[config.mk]
export PLATFORM = sky130hd
export DESIGN_NAME = positional_incremental_pid_top
export DESIGN_NICKNAME = d
export VERILOG_FILES = /design/src/design/pipid_pkg.sv /design/src/design/pipid_regs.sv /design/src/design/pipid_core.sv /design/src/design/pipid_out.sv /design/src/design/positional_incremental_pid_top.sv
export SDC_FILE = /design/constraint.sdc
export NUM_CORES = 2
export LEC_CHECK = 0
export BUFFER_PORTS_ARGS = -buffer_cell sky130_fd_sc_hd__buf_2
export CORE_AREA = 4 4 471 240
export CTS_BUF_LIST = sky130_fd_sc_hd__clkbuf_8
export CTS_CLUSTER_DIAMETER = 120
export CTS_CLUSTER_SIZE = 25
export DETAILED_ROUTE_END_ITERATION = 12
export DIE_AREA = 0 0 475 244
export GPL_TIMING_DRIVEN = 0
export PLACE_DENSITY = 0.72
export RECOVER_POWER = 25
export SYNTH_ARGS = -nofsm -noshare
export SYNTH_HDL_FRONTEND = slang
export SYNTH_SLANG_ARGS = --single-unit
[constraint.sdc]
create_clock -name clk -period 15.8 [get_ports clk]
set_input_delay 1.58 -clock clk [delete_from_list [all_inputs] [get_ports clk]]
set_output_delay 1.58 -clock clk [all_outputs]
set_load 0.01 [all_outputs]
[src/design/pipid_pkg.sv]
// ----------------------------------------------------------------------------
// pipid_pkg
// Shared types and constants of the PID regulator: register indexes,
// command and mode codes, reset values and the configuration bundle.
// ----------------------------------------------------------------------------
package pipid_pkg;

  // fixed field widths
  localparam int GAIN_W         = 16;
  localparam int LIMIT_W        = 20;
  localparam int INTEG_W        = 21;
  localparam int DRIVE_W        = 32;
  localparam int CFG_IDX_W      = 3;
  localparam int CFG_DATA_W     = 20;
  localparam int GAIN_FRAC_BITS = 8;

  // register indexes of the configuration port
  typedef enum logic [CFG_IDX_W-1:0] {
    REG_MODE  = 3'd0,
    REG_KP    = 3'd1,
    REG_KI    = 3'd2,
    REG_KD    = 3'd3,
    REG_LIMIT = 3'd4
  } reg_index_t;

  typedef enum logic {
    MODE_POSITIONAL  = 1'b0,
    MODE_INCREMENTAL = 1'b1
  } pid_mode_t;

  typedef enum logic {
    CMD_UPDATE = 1'b0,
    CMD_CLEAR  = 1'b1
  } command_t;

  // reset values of the registers
  localparam logic [GAIN_W-1:0]  KP_RESET    = 16'd23040;
  localparam logic [GAIN_W-1:0]  KI_RESET    = 16'd691;
  localparam logic [GAIN_W-1:0]  KD_RESET    = 16'd12800;
  localparam logic [LIMIT_W-1:0] LIMIT_RESET = 20'd1500;

  // saturation bounds of the output
  localparam logic [DRIVE_W-1:0] DRIVE_MAX = 32'h7fff_ffff;
  localparam logic [DRIVE_W-1:0] DRIVE_MIN = 32'h8000_0000;

  typedef struct packed {
    pid_mode_t            mode;
    logic [GAIN_W-1:0]    kp;
    logic [GAIN_W-1:0]    ki;
    logic [GAIN_W-1:0]    kd;
    logic [LIMIT_W-1:0]   limit;
  } pid_cfg_t;

endpackage

[src/design/pipid_regs.sv]
// ----------------------------------------------------------------------------
// pipid_regs
// Configuration register file: mode, three gains and the integral clamp.
// ----------------------------------------------------------------------------
module pipid_regs (
  input  logic                           clk,
  input  logic                           rst_n,
  input  logic                           cfg_wr_en,
  input  logic [pipid_pkg::CFG_IDX_W-1:0]  cfg_index,
  input  logic [pipid_pkg::CFG_DATA_W-1:0] cfg_wdata,
  output pipid_pkg::pid_cfg_t            cfg_o
);
  import pipid_pkg::*;

  pid_cfg_t cfg_r;
  pid_cfg_t cfg_nxt;

  // decode the write, unknown indexes are dropped
  always_comb begin
    cfg_nxt = cfg_r;
    if (cfg_wr_en) begin
      case (reg_index_t'(cfg_index))
        REG_MODE:  cfg_nxt.mode  = pid_mode_t'(cfg_wdata[0]);
        REG_KP:    cfg_nxt.kp    = cfg_wdata[GAIN_W-1:0];
        REG_KI:    cfg_nxt.ki    = cfg_wdata[GAIN_W-1:0];
        REG_KD:    cfg_nxt.kd    = cfg_wdata[GAIN_W-1:0];
        REG_LIMIT: cfg_nxt.limit = cfg_wdata[LIMIT_W-1:0];
        default:   cfg_nxt = cfg_r;
      endcase
    end
  end

  always_ff @(posedge clk) begin
    if (!rst_n) begin
      cfg_r.mode  <= MODE_POSITIONAL;
      cfg_r.kp    <= KP_RESET;
      cfg_r.ki    <= KI_RESET;
      cfg_r.kd    <= KD_RESET;
      cfg_r.limit <= LIMIT_RESET;
    end else begin
      cfg_r <= cfg_nxt;
    end
  end

  assign cfg_o = cfg_r;

endmodule

[src/design/pipid_core.sv]
// ----------------------------------------------------------------------------
// pipid_core
// Input register, error history and integral state, and the three gain
// products registered for the output stage.
// ----------------------------------------------------------------------------
module pipid_core #(
  parameter int DATA_WIDTH = 16
) (
  input  logic                               clk,
  input  logic                               rst_n,
  input  pipid_pkg::pid_cfg_t                cfg_i,
  // input channel
  input  logic                               in_valid,
  output logic                               in_ready_o,
  input  logic                               in_command,
  input  logic signed [DATA_WIDTH-1:0]       in_target,
  input  logic signed [DATA_WIDTH-1:0]       in_measured,
  // products toward the output stage
  output logic                               prod_valid_o,
  input  logic                               prod_ready_i,
  output logic signed [((DATA_WIDTH+3 > pipid_pkg::INTEG_W) ? DATA_WIDTH+3
                        : pipid_pkg::INTEG_W) + pipid_pkg::GAIN_W:0] prod_p_o,
  output logic signed [((DATA_WIDTH+3 > pipid_pkg::INTEG_W) ? DATA_WIDTH+3
                        : pipid_pkg::INTEG_W) + pipid_pkg::GAIN_W:0] prod_i_o,
  output logic signed [((DATA_WIDTH+3 > pipid_pkg::INTEG_W) ? DATA_WIDTH+3
                        : pipid_pkg::INTEG_W) + pipid_pkg::GAIN_W:0] prod_d_o
);
  import pipid_pkg::*;

  localparam int ERR_W  = DATA_WIDTH + 1;
  localparam int OPND_W = (DATA_WIDTH + 3 > INTEG_W) ? DATA_WIDTH + 3 : INTEG_W;
  localparam int PROD_W = OPND_W + GAIN_W + 1;
  localparam int ACC_W  = ((ERR_W > INTEG_W) ? ERR_W : INTEG_W) + 1;

  // input register
  logic                          in_valid_r;
  logic                          cmd_r;
  logic signed [DATA_WIDTH-1:0]  target_r;
  logic signed [DATA_WIDTH-1:0]  measured_r;

  // controller state
  logic signed [INTEG_W-1:0]     integ_r, integ_nxt;
  logic signed [ERR_W-1:0]       last_r, last_nxt;
  logic signed [ERR_W-1:0]       prev_r, prev_nxt;

  // product register
  logic                          prod_valid_r;
  logic signed [PROD_W-1:0]      prod_p_r, prod_i_r, prod_d_r;

  logic                          in_ready;
  logic                          step;
  logic signed [ERR_W-1:0]       err;
  logic signed [ERR_W:0]         diff1;
  logic signed [ERR_W+1:0]       diff2;
  logic signed [ACC_W-1:0]       acc;
  logic signed [ACC_W-1:0]       lim_pos;
  logic signed [ACC_W-1:0]       lim_neg;
  logic signed [INTEG_W-1:0]     integ_upd;
  logic signed [OPND_W-1:0]      opnd_p, opnd_i, opnd_d;
  logic signed [GAIN_W:0]        kp_s, ki_s, kd_s;

  assign in_ready   = !in_valid_r || prod_ready_i;
  assign in_ready_o = in_ready;
  assign step       = in_valid_r && prod_ready_i;

  // input register transfer
  always_ff @(posedge clk) begin
    if (!rst_n) begin
      in_valid_r <= 1'b0;
    end else if (in_ready) begin
      in_valid_r <= in_valid;
    end
  end

  always_ff @(posedge clk) begin
    if (in_ready && in_valid) begin
      cmd_r      <= in_command;
      target_r   <= in_target;
      measured_r <= in_measured;
    end
  end

  // error and its differences
  assign err   = ERR_W'(target_r) - ERR_W'(measured_r);
  assign diff1 = (ERR_W+1)'(err) - (ERR_W+1)'(last_r);
  assign diff2 = (ERR_W+2)'(err) - ((ERR_W+2)'(last_r) <<< 1) + (ERR_W+2)'(prev_r);

  // integral advance and symmetric clamp
  assign acc     = ACC_W'(integ_r) + ACC_W'(err);
  assign lim_pos = ACC_W'(cfg_i.limit);
  assign lim_neg = -lim_pos;

  always_comb begin
    if (acc > lim_pos) begin
      integ_upd = INTEG_W'(lim_pos);
    end else if (acc < lim_neg) begin
      integ_upd = INTEG_W'(lim_neg);
    end else begin
      integ_upd = INTEG_W'(acc);
    end
  end

  // state update per item
  always_comb begin
    integ_nxt = integ_r;
    last_nxt  = last_r;
    prev_nxt  = prev_r;
    if (step) begin
      if (cmd_r == CMD_CLEAR) begin
        integ_nxt = '0;
      end else if (cfg_i.mode == MODE_POSITIONAL) begin
        integ_nxt = integ_upd;
        last_nxt  = err;
      end else begin
        prev_nxt = last_r;
        last_nxt = err;
      end
    end
  end

  always_ff @(posedge clk) begin
    if (!rst_n) begin
      integ_r <= '0;
      last_r  <= '0;
      prev_r  <= '0;
    end else begin
      integ_r <= integ_nxt;
      last_r  <= last_nxt;
      prev_r  <= prev_nxt;
    end
  end

  // multiplier operands per mode
  always_comb begin
    if (cfg_i.mode == MODE_POSITIONAL) begin
      opnd_p = OPND_W'(err);
      opnd_i = OPND_W'(integ_upd);
      opnd_d = OPND_W'(diff1);
    end else begin
      opnd_p = OPND_W'(diff1);
      opnd_i = OPND_W'(err);
      opnd_d = OPND_W'(diff2);
    end
  end

  assign kp_s = {1'b0, cfg_i.kp};
  assign ki_s = {1'b0, cfg_i.ki};
  assign kd_s = {1'b0, cfg_i.kd};

  // product register, a clear leaves no item behind
  always_ff @(posedge clk) begin
    if (!rst_n) begin
      prod_valid_r <= 1'b0;
    end else if (prod_ready_i) begin
      prod_valid_r <= step && (cmd_r == CMD_UPDATE);
    end
  end

  always_ff @(posedge clk) begin
    if (step) begin
      prod_p_r <= opnd_p * kp_s;
      prod_i_r <= opnd_i * ki_s;
      prod_d_r <= opnd_d * kd_s;
    end
  end

  assign prod_valid_o = prod_valid_r;
  assign prod_p_o     = prod_p_r;
  assign prod_i_o     = prod_i_r;
  assign prod_d_o     = prod_d_r;

endmodule

[src/design/pipid_out.sv]
// ----------------------------------------------------------------------------
// pipid_out
// Sums the gain products, drops the fraction bits by flooring, saturates
// to 32 bits and holds the result in the output register.
// ----------------------------------------------------------------------------
module pipid_out #(
  parameter int DATA_WIDTH = 16
) (
  input  logic                               clk,
  input  logic                               rst_n,
  input  logic                               prod_valid_i,
  output logic                               prod_ready_o,
  input  logic signed [((DATA_WIDTH+3 > pipid_pkg::INTEG_W) ? DATA_WIDTH+3
                        : pipid_pkg::INTEG_W) + pipid_pkg::GAIN_W:0] prod_p_i,
  input  logic signed [((DATA_WIDTH+3 > pipid_pkg::INTEG_W) ? DATA_WIDTH+3
                        : pipid_pkg::INTEG_W) + pipid_pkg::GAIN_W:0] prod_i_i,
  input  logic signed [((DATA_WIDTH+3 > pipid_pkg::INTEG_W) ? DATA_WIDTH+3
                        : pipid_pkg::INTEG_W) + pipid_pkg::GAIN_W:0] prod_d_i,
  output logic                               out_valid,
  input  logic                               out_stall,
  output logic signed [pipid_pkg::DRIVE_W-1:0] out_drive
);
  import pipid_pkg::*;

  localparam int OPND_W = (DATA_WIDTH + 3 > INTEG_W) ? DATA_WIDTH + 3 : INTEG_W;
  localparam int PROD_W = OPND_W + GAIN_W + 1;
  localparam int SUM_W  = PROD_W + 2;

  logic                       out_valid_r;
  logic signed [DRIVE_W-1:0]  drive_r, drive_nxt;
  logic signed [SUM_W-1:0]    sum;
  logic signed [SUM_W-1:0]    shifted;
  logic [SUM_W-DRIVE_W:0]     upper;
  logic                       fits;
  logic                       out_ready;

  assign out_ready    = !out_valid_r || !out_stall;
  assign prod_ready_o = out_ready;

  // sum, floor shift and saturation
  assign sum     = SUM_W'(prod_p_i) + SUM_W'(prod_i_i) + SUM_W'(prod_d_i);
  assign shifted = sum >>> GAIN_FRAC_BITS;
  assign upper   = shifted[SUM_W-1:DRIVE_W-1];
  assign fits    = (&upper) || !(|upper);

  always_comb begin
    if (fits) begin
      drive_nxt = shifted[DRIVE_W-1:0];
    end else if (shifted[SUM_W-1]) begin
      drive_nxt = DRIVE_MIN;
    end else begin
      drive_nxt = DRIVE_MAX;
    end
  end

  // output register transfer
  always_ff @(posedge clk) begin
    if (!rst_n) begin
      out_valid_r <= 1'b0;
    end else if (out_ready) begin
      out_valid_r <= prod_valid_i;
    end
  end

  always_ff @(posedge clk) begin
    if (out_ready && prod_valid_i) begin
      drive_r <= drive_nxt;
    end
  end

  assign out_valid = out_valid_r;
  assign out_drive = drive_r;

endmodule

[src/design/positional_incremental_pid_top.sv]
// ----------------------------------------------------------------------------
// positional_incremental_pid_top
// Discrete PID regulator, positional or incremental form, Q8.8 gains.
// ----------------------------------------------------------------------------
// Takes one item per clock when the output side keeps up. An update's drive
// value passes from the input register through the gain product register
// to the output register. The integral and the error history are updated
// as an item leaves the input register, so consecutive items see each
// other's state with no bubble. A clear command zeroes the integral and
// produces no result. While a result waits on a stalled output the gain
// product stage holds as well, and the input stalls once the input
// register is occupied too. Configuration is to be written only while no
// item is in flight.
module positional_incremental_pid_top #(
  parameter int DATA_WIDTH = 16
) (
  input  logic                                 clk,
  input  logic                                 rst_n,
  // input channel
  input  logic                                 in_valid,
  output logic                                 in_stall,
  input  logic                                 in_command,
  input  logic signed [DATA_WIDTH-1:0]         in_target,
  input  logic signed [DATA_WIDTH-1:0]         in_measured,
  // result channel
  output logic                                 out_valid,
  input  logic                                 out_stall,
  output logic signed [pipid_pkg::DRIVE_W-1:0] out_drive,
  // configuration port
  input  logic                                 cfg_wr_en,
  input  logic [pipid_pkg::CFG_IDX_W-1:0]      cfg_index,
  input  logic [pipid_pkg::CFG_DATA_W-1:0]     cfg_wdata
);
  import pipid_pkg::*;

  localparam int OPND_W = (DATA_WIDTH + 3 > INTEG_W) ? DATA_WIDTH + 3 : INTEG_W;
  localparam int PROD_W = OPND_W + GAIN_W + 1;

  pid_cfg_t                  cfg;
  logic                      in_ready;
  logic                      prod_valid;
  logic                      prod_ready;
  logic signed [PROD_W-1:0]  prod_p, prod_i, prod_d;

  assign in_stall = !in_ready;

  // configuration registers
  pipid_regs u_regs (
    .clk       (clk),
    .rst_n     (rst_n),
    .cfg_wr_en (cfg_wr_en),
    .cfg_index (cfg_index),
    .cfg_wdata (cfg_wdata),
    .cfg_o     (cfg)
  );

  // error, state and products
  pipid_core #(
    .DATA_WIDTH (DATA_WIDTH)
  ) u_core (
    .clk          (clk),
    .rst_n        (rst_n),
    .cfg_i        (cfg),
    .in_valid     (in_valid),
    .in_ready_o   (in_ready),
    .in_command   (in_command),
    .in_target    (in_target),
    .in_measured  (in_measured),
    .prod_valid_o (prod_valid),
    .prod_ready_i (prod_ready),
    .prod_p_o     (prod_p),
    .prod_i_o     (prod_i),
    .prod_d_o     (prod_d)
  );

  // sum, floor, saturate, output register
  pipid_out #(
    .DATA_WIDTH (DATA_WIDTH)
  ) u_out (
    .clk          (clk),
    .rst_n        (rst_n),
    .prod_valid_i (prod_valid),
    .prod_ready_o (prod_ready),
    .prod_p_i     (prod_p),
    .prod_i_i     (prod_i),
    .prod_d_i     (prod_d),
    .out_valid    (out_valid),
    .out_stall    (out_stall),
    .out_drive    (out_drive)
  );

endmodule

======== After elaboration in Yosys (flattened, before gate mapping) ========
Index checks and enable logic that the tools add are counted.
word-level totals
  bits in writable memories ............... 0
  memories ................................ 0
  input bits .............................. 61
  latch bits .............................. 0
  ROM bits ................................ 0
  bits in registers ....................... 306
cells by class
  muxes and demuxes ....................... 7
  $mul .................................... 3
  equality and inequality tests ........... 5
  shifts and indexed selects .............. 0
  order comparisons ....................... 2
  $add $sub $neg .......................... 8
  reductions and logical operators ........ 19
  div/mod/pow operators ................... 0
  bitwise logic cells ..................... 1
operators with widths
  cell                                            count
  2-to-1 mux 21 bit                               7
  multiplier 21 x 17 -> 38 bit                    3
  adder 39 x 38 -> 40 bit                         1
  adder 38 x 38 -> 39 bit                         1
  adder 21 x 17 -> 22 bit                         1
  greater-than comparator 22 x 21 -> 1 bit        1
  < comparator 22 bit                             1
  negation 20 -> 22 bit                           1
  adder 19 x 17 -> 19 bit                         1
  subtractor 17 x 18 -> 19 bit                    1
  subtractor 17 x 17 -> 18 bit                    1
  subtractor 16 x 16 -> 17 bit                    1
  AND reduction 2 bit                             7
  == test 3 x 2 -> 1 bit (second input constant)  2
  logical AND 1 bit                               4
  logical NOT 1 bit                               4
  == test 3 x 1 -> 1 bit (second input constant)  1
  == test 3 bit (second input constant)           1
  logical NOT 3 bit                               1
  AND reduction 3 bit                             1
  logical OR 1 bit                                2
  != test 2 x 1 -> 1 bit (second input constant)  1
  NOT 1 bit                                       1

======== Longest topological paths before layout ========
  word-level depth ........................ 7
  mapped depth ............................ 58

======== Modules after synthesis ========
Synthesis repeated with hierarchy kept, for this count alone.
unflattened totals
  cell total of the unflattened synthesis .. 6319
  area, all modules ....................... 57695.3 um2
by module, submodules not included
  module                          cells an instance  times used  seq. area each (um2)  area each (um2)
  pipid_core                      5687               1           5555.3                51257.9
  pipid_out                       362                1           980.9                 3698.5
  pipid_regs                      269                1           1381.3                2735.1
  positional_incremental_pid_top  1                  1           0.0                   3.8

======== Worst setup path before layout ========
No wires, ideal clock.
  kind .................................... flip-flop to flip-flop
  start ................................... register u_core.measured_r[0]
  end ..................................... register u_core.prod_i_r[34] (netlist: u_core.prod_i_o[34]) (data pin)
  arrival ................................. 12.088 ns
  buffers on the path ..................... 1
  cell stages (with the launch flop) ...... 53
  slack ................................... 3.454 ns
  library setup time ...................... 0.258 ns
  period minus slack after synthesis ...... 12.346 ns
  cell sequence ........................... edfxtp_1 -> ha_1 -> fa_1 -> nor2b_1 -> o21ai_0 -> a21boi_0 -> o21ai_0 -> a21boi_0 -> o2111a_1 -> nor3_1 -> o21ai_0 -> nor2b_1 -> ha_1 -> a21oi_1 -> nand2_1 -> a2111oi_0 -> a21oi_1 -> a31o_2 -> [... 17 more ...] -> fa_1 -> inv_1 -> fa_1 -> fa_1 -> inv_1 -> fa_1 -> inv_1 -> ha_1 -> a21o_1 -> a21o_1 -> a21o_1 -> a221oi_1 -> o21bai_1 -> a41oi_1 -> o211ai_1 -> o311ai_0 -> nand2_1 -> xor2_1
between the ends
  longest elaborated chain between the ends .. 7
  elaborated cells between the ends (all ways) .. 8
RTL lines
  what                              line               RTL
  start, declared                   pipid_core.sv:39   logic signed [DATA_WIDTH-1:0] measured_r;
  start signal, assigned            pipid_core.sv:79   measured_r <= in_measured;
  subtractor 16 x 16 -> 17 bit (*)  pipid_core.sv:84   assign err = ERR_W'(target_r) - ERR_W'(measured_r);
  via u_core.err[12]                pipid_core.sv:52   logic signed [ERR_W-1:0] err;
  adder 21 x 17 -> 22 bit           pipid_core.sv:89   assign acc = ACC_W'(integ_r) + ACC_W'(err);
  < comparator 22 bit               pipid_core.sv:96   end else if (acc < lim_neg) begin
  2-to-1 mux 21 bit                 pipid_core.sv:96
  2-to-1 mux 21 bit                 pipid_core.sv:94   if (acc > lim_pos) begin
  2-to-1 mux 21 bit (*)             pipid_core.sv:135  if (cfg_i.mode == MODE_POSITIONAL) begin
  multiplier 21 x 17 -> 38 bit (*)  pipid_core.sv:162  prod_i_r <= opnd_i * ki_s;
  end signal, assigned              pipid_core.sv:162
  end, declared                     pipid_core.sv:48   logic signed [PROD_W-1:0] prod_p_r, prod_i_r, prod_d_r;
Mark *: on every way through the listed nets, which the timed path passes. The rest lies on a longest branch.
A chain may end at the register's enable or synchronous reset.

======== Worst setup path in the final report ========
  start ................................... register u_core.measured_r[1]
  end ..................................... register u_core.prod_i_r[36] (netlist: u_core.prod_i_o[36]) (data pin)
Same word-level chain as after synthesis.

==> impl_metrics.tcl <==
set metrics [dict create \
    global_route.usage.total_pct 32.1 \
    drtIter0Drc 5475 \
    timing.max_slew.rel_slack_pct -103 \
    chipHeight_um 244 \
    viasPerCell 5.71 \
    synth_area_per_cell_um2 9.30 \
    tritoncts_buffers 17 \
    hold_violations 0 \
    worstSetupEndpointType "flip-flop" \
    wl_mm 185 \
    synthFlopType "edfxtp_1" \
    num_io_pins 95 \
    synth_largest_type_area_fraction_pct 37.3 \
    drc 0 \
    drtPass1Iterations 6 \
    htreeDepth 1 \
    maximum_number_of_pins_on_one_net_before_global_route_repair 69 \
    post-route-min-period_ns 15.43 \
    yosys.area.top_type "fa_1" \
    cts.reportedPaths.clkPinSlew_ns 0.18 \
    detailroute.via_count 42400 \
    critPathSlowestCell "xor2_1" \
    first_global_vias 41600 \
    critical_path.max_fanout 10 \
    worst_skew_pair.late_latency_ns 0.73 \
    clock_tree.root_cell "clkbuf_8" \
    layout_common_cells "inv_1 (1217), fa_1 (1008), nand2_1 (796)" \
    buffer_ports.inserted 94 \
    postSynthNetCount 7322 \
    wire_length_of_the_first_global_routing_pass_mm 274 \
    most_common_cell_after_layout_fill_and_taps_aside "inv_1" \
    grt_antenna_before_repair 6 \
    holdWs_ns 0.459 \
    finish.net_count 7453 \
    number_of_buffers_between_clock_root_and_the_deepest_sink 3 \
    drive_gt1_share_pct 4.15 \
    antenna_violating_nets_remaining 0 \
    slew_violations 86 \
    worstSetupStartpointType "flip-flop" \
    final_min_period_over_clock_period_pct 97.7 \
    worst_hold_path_type "reg2reg" \
    synth_enable_flop_cells 179 \
    hold_buf_cts 0 \
    outcome "finished with violations" \
    total_negative_slack_ns 0 \
    total_clock_sinks 306 \
    violations "max-capacitance violations, max-slew violations" \
    post_syn_instances 5820 \
    path_class "reg2reg" \
    synthTopCellsByArea "fa_1 (37%), ha_1 (10%), edfxtp_1 (9.9%)" \
    gp_congestion 1.05 \
    slowest_delay_ns 0.72 \
    floorplan.die_area_mm2 0.116 \
    globalRoute.totalOverflow 0 \
    timing.final.setup_violations 0 \
    die_x_um 475 \
    initial_core_util_pct 49.6 \
    row_count 86 \
    worst_ep_required_time_ns 16.27 \
    place.detailed.instances 7376 \
    timing.fmax_mhz 64.8 \
    finalClockSkew_ns 0.0843 \
    area_growth_pct 5.45 \
    avgRoutedWirePerCell_um 25.0 \
    detailedPlacementHpwl_mm 157 \
    most_repeated_library_cell_on_the_critical_path "fa_1" \
    synth.distinct_cells 92 \
    design.core.area_mm2 0.109 \
    asyncSetResetFlopFracSynth_pct 0 \
    tritoncts_clock_tree "yes" \
    worst-slew-pin-transition_ns 3.02 \
    yosys_warnings 0 \
    synth_seq_cells 306 \
    crit_arrival_ns 15.90 \
    synth_area_mm2 0.0541 \
    seq_total_area_yosys_pct 14.6 \
    instances_no_fill 7412 \
    timing.max_cap.violations 4 \
]
## registers in the layout (all words and copies together) (netlist names), 16 cells and up
| register | cells |
|---|---|
| u_core.integ_r | 21 |
| u_core.last_r | 17 |
| u_core.measured_r | 16 |
| u_core.prev_r | 17 |
| u_core.prod_d_o | 38 |
| u_core.prod_i_o | 38 |
| u_core.prod_p_o | 38 |
| u_core.target_r | 16 |
| u_out.out_drive | 32 |
| u_regs.cfg_o | 69 |
## path summary, 6_finish.rpt
path / from / endpoint / slack (ns) / cells past startpoint
worst max-delay path: u_core.measured_r[1] / u_core.prod_i_o[36] / 0.37 / 53
worst min register to register: u_core.integ_r[10] / u_core.integ_r[10] / 0.46 / 2
worst max register to register: u_core.measured_r[1] / u_core.prod_i_o[36] / 0.37 / 53
worst min-delay path: u_core.integ_r[10] / u_core.integ_r[10] / 0.46 / 2
## cells by family (layout without fill, tap and decap cells)
| kind of cell | count (synthesis) | in the layout | synth area share (%) |
|---|---|---|---|
| simple gates | 1680 | 1680 | 14.8 |
| buf+inv | 1447 | 1583 | 10.2 |
| fa+ha+maj | 1441 | 1441 | 47.3 |
| compound gates | 725 | 725 | 9.39 |
| flops | 306 | 306 | 14.6 |
| xor+xnor | 189 | 189 | 3.07 |
| mux | 32 | 32 | 0.622 |
| other cells | 0 | 4 | 0 |
## Yosys cell counts (50+ instances only)
| cell | n |
|---|---|
| a21boi_0 | 90 |
| a21o_1 | 75 |
| a21oi_1 | 142 |
| and2_1 | 332 |
| and3_1 | 78 |
| clkbuf_1 | 191 |
| dfxtp_1 | 127 |
| edfxtp_1 | 179 |
| fa_1 | 1008 |
| ha_1 | 433 |
| inv_1 | 1215 |
| nand2_1 | 797 |
| nand3_1 | 114 |
| nor2_1 | 157 |
| nor3_1 | 50 |
| o21a_1 | 61 |
| o21ai_0 | 119 |
| xnor2_1 | 146 |
## timing repair
item                       CTS  global route
pin swaps                    0             6
gates resized for setup      4            21
setup buffers                0             8
hold endpoints to repair     0             0
setup endpoints to repair    5            17
## final cells by class
type                    count  area, um2
fillers                 10100      52000
multi-input cells        4067      40800
flip-flops and latches    306       7920
inverters                1216       4570
well taps                1452       1820
plain buffers             231        946
repair buffers            112        678
clock buffers              17        234
clock inverters             7       66.3
diodes                      4       10.0
## per-layer routing
layer	vias up	GRT usage [%]	part of all wire, %
met3	191	17.4	19
met4	6	5.73	2.2
met1	21000	51.3	46
li1	18400	-	-
met5	-	0	0.13
met2	2813	36.5	33
## through the flow
stage	utilization (%)	setup slack [ns]	instance area [um2]
after floorplan	-	3.45	54100
after global placement	51.7	-0.350	56400
after detailed placement	51.8	-0.492	56600
after CTS	52.1	0.0436	56900
after global routing	52.3	-0.163	57100
final	52.3	0.369	57100
## critical path: cells and delay by family (launching register included)
kind            cells  cell delay (ns)
compound gates     24             6.62
flops               1             0.43
mux                 1             0.17
simple gates        7             1.11
fa+ha+maj          10             4.40
xor+xnor            3             1.12
buf+inv             8             1.39
Power is left out: the tool's default activity adds up to more than one toggle a clock period on the data nets, which glitch-free logic cannot reach.
